$ cat src/design/bsfe_pkg.sv
// shared types and constants for the binned step function evaluator
// no dependencies; imported by every module of the block
`default_nettype none

package bsfe_pkg;

  localparam int MaxBinsDefault = 16;
  localparam int ValW           = 32;
  localparam int ReqW           = 2;
  localparam int IdxW           = 5;
  localparam int NumBinsW       = 5;
  localparam int CfgIdxW        = 1;
  localparam int CfgDataW       = 5;
  localparam int DivSteps       = 32;
  localparam int DivCntW        = 5;

  typedef enum logic [ReqW-1:0] {
    REQ_EVAL   = 2'd0,
    REQ_WR_BND = 2'd1,
    REQ_WR_HGT = 2'd2
  } req_type_e;

  typedef enum logic [CfgIdxW-1:0] {
    CFG_NUM_BINS = 1'b0,
    CFG_INTERP   = 1'b1
  } cfg_reg_e;

  typedef enum logic [2:0] {
    ST_IDLE,
    ST_B_ADDR,
    ST_B_DATA,
    ST_H_ADDR,
    ST_H_DATA,
    ST_LERP,
    ST_DONE
  } ctrl_st_e;

  typedef enum logic [1:0] {
    LP_IDLE,
    LP_MUL,
    LP_DIV,
    LP_FIN
  } lerp_st_e;

  // controller to datapath
  typedef struct packed {
    logic start;
    logic b_read;
    logic b_scan;
    logic h_read;
    logic lerp_start;
    logic out_load;
  } bsfe_cmd_t;

  // datapath to controller
  typedef struct packed {
    logic scan_last;
    logic interp;
    logic hit;
    logic lerp_done;
  } bsfe_sts_t;

endpackage

`default_nettype wire

$ cat src/design/bsfe_ctrl.sv
// controller state machine: sequences the scan, height read, interpolation
// and result beat; depends on bsfe_pkg
`default_nettype none

module bsfe_ctrl
  import bsfe_pkg::*;
(
  input  logic      clk_i,
  input  logic      rst_ni,
  input  logic      eval_acc_i,
  input  logic      out_stall_i,
  input  bsfe_sts_t sts_i,
  output bsfe_cmd_t cmd_o,
  output logic      in_stall_o,
  output logic      out_valid_o
);

  ctrl_st_e st_q, st_d;
  logic     out_valid_q, out_valid_d;
  logic     out_free;

  assign out_free = !out_valid_q || !out_stall_i;

  always_comb begin
    st_d = st_q;
    unique case (st_q)
      ST_IDLE:   if (eval_acc_i) st_d = ST_B_ADDR;
      ST_B_ADDR: st_d = ST_B_DATA;
      ST_B_DATA: st_d = sts_i.scan_last ? ST_H_ADDR : ST_B_ADDR;
      ST_H_ADDR: st_d = ST_H_DATA;
      ST_H_DATA: st_d = (sts_i.interp && sts_i.hit) ? ST_LERP : ST_DONE;
      ST_LERP:   if (sts_i.lerp_done) st_d = ST_DONE;
      ST_DONE:   if (out_free) st_d = ST_IDLE;
      default:   st_d = ST_IDLE;
    endcase
  end

  always_comb begin
    cmd_o.start      = (st_q == ST_IDLE) && eval_acc_i;
    cmd_o.b_read     = (st_q == ST_B_ADDR);
    cmd_o.b_scan     = (st_q == ST_B_DATA);
    cmd_o.h_read     = (st_q == ST_H_ADDR);
    cmd_o.lerp_start = (st_q == ST_H_DATA) && sts_i.interp && sts_i.hit;
    cmd_o.out_load   = (st_q == ST_DONE) && out_free;
    in_stall_o       = (st_q != ST_IDLE);
    out_valid_d      = cmd_o.out_load || (out_valid_q && out_stall_i);
  end

  always_ff @(posedge clk_i or negedge rst_ni) begin
    if (!rst_ni) begin
      st_q        <= ST_IDLE;
      out_valid_q <= 1'b0;
    end else begin
      st_q        <= st_d;
      out_valid_q <= out_valid_d;
    end
  end

  assign out_valid_o = out_valid_q;

endmodule

`default_nettype wire

$ cat config.mk
export PLATFORM = sky130hd
export DESIGN_NAME = bsfe_ctrl
export DESIGN_NICKNAME = d
export VERILOG_FILES = /design/src/design/bsfe_pkg.sv /design/src/design/bsfe_ctrl.sv
export SDC_FILE = /design/constraint.sdc
export NUM_CORES = 1
export LEC_CHECK = 0
export ABC_AREA = 1
export BUFFER_PORTS_ARGS = -buffer_cell sky130_fd_sc_hd__buf_4
export CAP_MARGIN = 20
export CORE_AREA = 2 2 39 41
export CTS_BUF_LIST = sky130_fd_sc_hd__clkbuf_2 sky130_fd_sc_hd__clkbuf_4 sky130_fd_sc_hd__clkbuf_8
export CTS_CLUSTER_SIZE = 12
export DETAILED_ROUTE_END_ITERATION = 6
export DIE_AREA = 0 0 41 43
export RECOVER_POWER = 50
export SYNTH_ARGS = -nofsm -noshare
export SYNTH_HDL_FRONTEND = slang
export SYNTH_SLANG_ARGS = --single-unit
$ cat constraint.sdc
create_clock -name clk_i -period 1.42 [get_ports clk_i]
set_clock_uncertainty 0.05 [all_clocks]
set_input_delay 0 -clock clk_i [delete_from_list [all_inputs] [get_ports clk_i]]
set_output_delay 0 -clock clk_i [all_outputs]
set_load 0.01 [all_outputs]
==> metrics.csv <==
stage,metric,value,unit
outcome,status,"finished, final reports clean",
global_routing,grt_max_degree,9,
placed_design,hpwl,556,um
clock_network,cts_tree,built,
floorplanning,rows,14,
clock_network,cts_resized,0,
detailed_routing,via_per_inst,4.15,
min_path,hold_class,in -> reg,
global_routing,grt_first_pass_wirelength,1.15,mm
cells_and_area,final_cell_count_no_fill,82,
global_routing,overflow,0,
placed_design,dp.cells,77,
sta,max_freq,790,MHz
sta,post-route-period-util,0.892,
clock_network,cts_sinks,4,
sta,hold_viol,0,
cells_and_area,finalNetCount,76,
cells_and_area,synthToLayoutAreaGrowth,51.6,%
synth,yosys_warnings,0,
synth,synth_area,305,sq um
setup_path,arrival,1220,ps
detailed_routing,firstDrtPassIters,4,
sta,fin_setup_tns,0,ps
detailed_routing,via_count,340,
floorplanning,initial_core_util,0.221,
clock_network,numCtsBuffers,3,
sta,tightest_slew,290,ps
setup_path,start_kind,flop,
placed_design,globalplace.congestion,0.712,
global_routing,grt_use_total,0.0979,
clock_network,cts_buffer_depth,2,
floorplanning,io_pins,16,
clock_network,clk_pin_slew,40,ps
synth,yosysTopAreaCell,dfrtp_1,
floorplanning,die-area,1760,sq um
global_routing,grt_pass1_vias,338,
synth,synth_area_leaders,"dfrtp_1, nand2_1, nor2_1, nand3_1, nand3_2",
placed_design,port_buffers,15,
sta,final_max_slew_viol_count,0,
synth,synth.avg_cell_area,6.50,sq um
sta,rsz0062_at_grt,no,
floorplanning,core,1380,sq um
flow_run,drv_cap,0,
setup_path,criticalPathCategory,reg -> out,
floorplanning,dieHeight,43,um
synth,syn_nets,55,
placed_design,pre_cts_ws,264,ps
floorplanning,dieWidth,41,um
power,p_leak,0.267,nW
clock_network,htreeDepth,1,
setup_path,end_kind,primary output,
cells_and_area,drive_above_1_share,0.364,
synth,synth_cells,47,
sta,slew_headroom,0.807,
power,irDropWorstVdd,0.000549,V
detailed_routing,drt_iter0_drc,3,
sta,worst_slack,154,ps
synth,ys_ff_latch,4,
cells_and_area,final_core_utilization,0.335,
detailed_routing,wirelength,689,um
sta,post-route-min-period,1270,ps
detailed_routing,avgRoutedWirePerCell,8.40,um
power,power_density,1890,nW/um^2
cells_and_area,diodes,0,
detailed_routing,ant_nets,0,
clock_network,clk_latency,230,ps
clock_network,cts_root_buf,clkbuf_4,
synth,synth_cell_types,14,
setup_path,worstPathRequired,1370,ps
synth,ys_seq_area_frac,0.328,
synth,synth_top_cell_area_share,0.328,
global_routing,antenna_found_initial,0,
setup_path,crit_path_max_fanout,8,
sta,finalSetupViolCount,0,
detailed_routing,route.detailed.drc,0,
## what timing repair did
item,CTS,global route
buffers inserted,0,0
hold buffers,2,0
hold endpoints to repair,5,0
## synthesized netlist by cell type
cell type	n
nand2_1	9
nor2_1	9
inv_1	5
dfrtp_1	4
nand3_1	4
inv_2	3
nor2_2	3
a21oi_1	2
nand3_2	2
o21ai_1	2
buf_4	1
nor3_1	1
nor3_2	1
nor4_1	1
## state kept, by name, indices dropped and copies added, names as in the netlist
| signal | cells |
|---|---|
| st_q | 3 |
| out_valid_o | 1 |
## placed cells by master (no fill, tap or decap)
| cell type | instances |
|---|---|
| inv_2 | 3 |
| nand2_1 | 9 |
| dlygate4sd3_1 | 2 |
| o21ai_1 | 2 |
| nor3_1 | 1 |
| clkbuf_1 | 2 |
| buf_4 | 13 |
| nor2_1 | 10 |
| nand3_2 | 2 |
| a21oi_1 | 2 |
| clkbuf_4 | 3 |
| nand3_1 | 4 |
| nor3_2 | 1 |
| dfrtp_1 | 4 |
| inv_1 | 5 |
| nor2_2 | 2 |
| nor4_1 | 1 |
## final timing paths
| check | to | slack [ps] | start | cells after the start |
|---|---|---|---|---|
| setup / recovery | cmd_o[1] | 150 | st_q[2] | 3 |
| hold / removal | st_q[0] | 20 | sts_i[0] | 4 |
| setup reg to reg | st_q[1] | 230 | st_q[1] | 5 |
| hold reg to reg | out_valid_o | 460 | out_valid_o | 2 |
| max in group asynchronous | st_q[2] | 1060 | rst_ni | 2 |
| min in group asynchronous | st_q[0] | 80 | rst_ni | 2 |
## per-layer routing
metal  routed length (um)  track usage  up-vias
met5                    0            0        -
met2                  374        0.163        5
met3                   20       0.0157        0
met4                    0       0.0800        0
li1                     -            -      188
met1                  294       0.0980      147
## critical path, cell delays in order, from the launching register on
cell	delay, ps
dfrtp_1	480
inv_2	110
nor4_1	240
buf_4	170
## power breakdown
group          switching, mW  internal, mW  total, mW
Combinational          0.270         0.212      0.482
Sequential            0.0897         0.165      0.254
Clock                 0.0422        0.0943      0.136
## through the flow
step / power, mW / hold WS (ps) / area [sq um]
after floorplan: 0.569 / -346 / 305
after global placement: 0.745 / -254 / 430
after detailed placement: 0.749 / -252 / 430
after CTS: 0.900 / 14.8 / 473
after global routing: 0.974 / 62.6 / 463
final: 0.873 / 20.1 / 463
## final cells by class
class,instances,area (sq um)
inverter,8,30.0
multi-input combinational,34,165
tap,16,20.0
sequential,4,100
fill,146,921
timing repair buffer,17,125
clock buffer,3,22.5
## kinds of logic after synthesis
group | count (synthesis) | synth area share
DFF | 4 | 0.328
buffers and inverters | 9 | 0.123
and+or+nand+nor | 30 | 0.484
AOI/OAI and AO/OA | 4 | 0.0656
(Power assumes the default switching activity.)
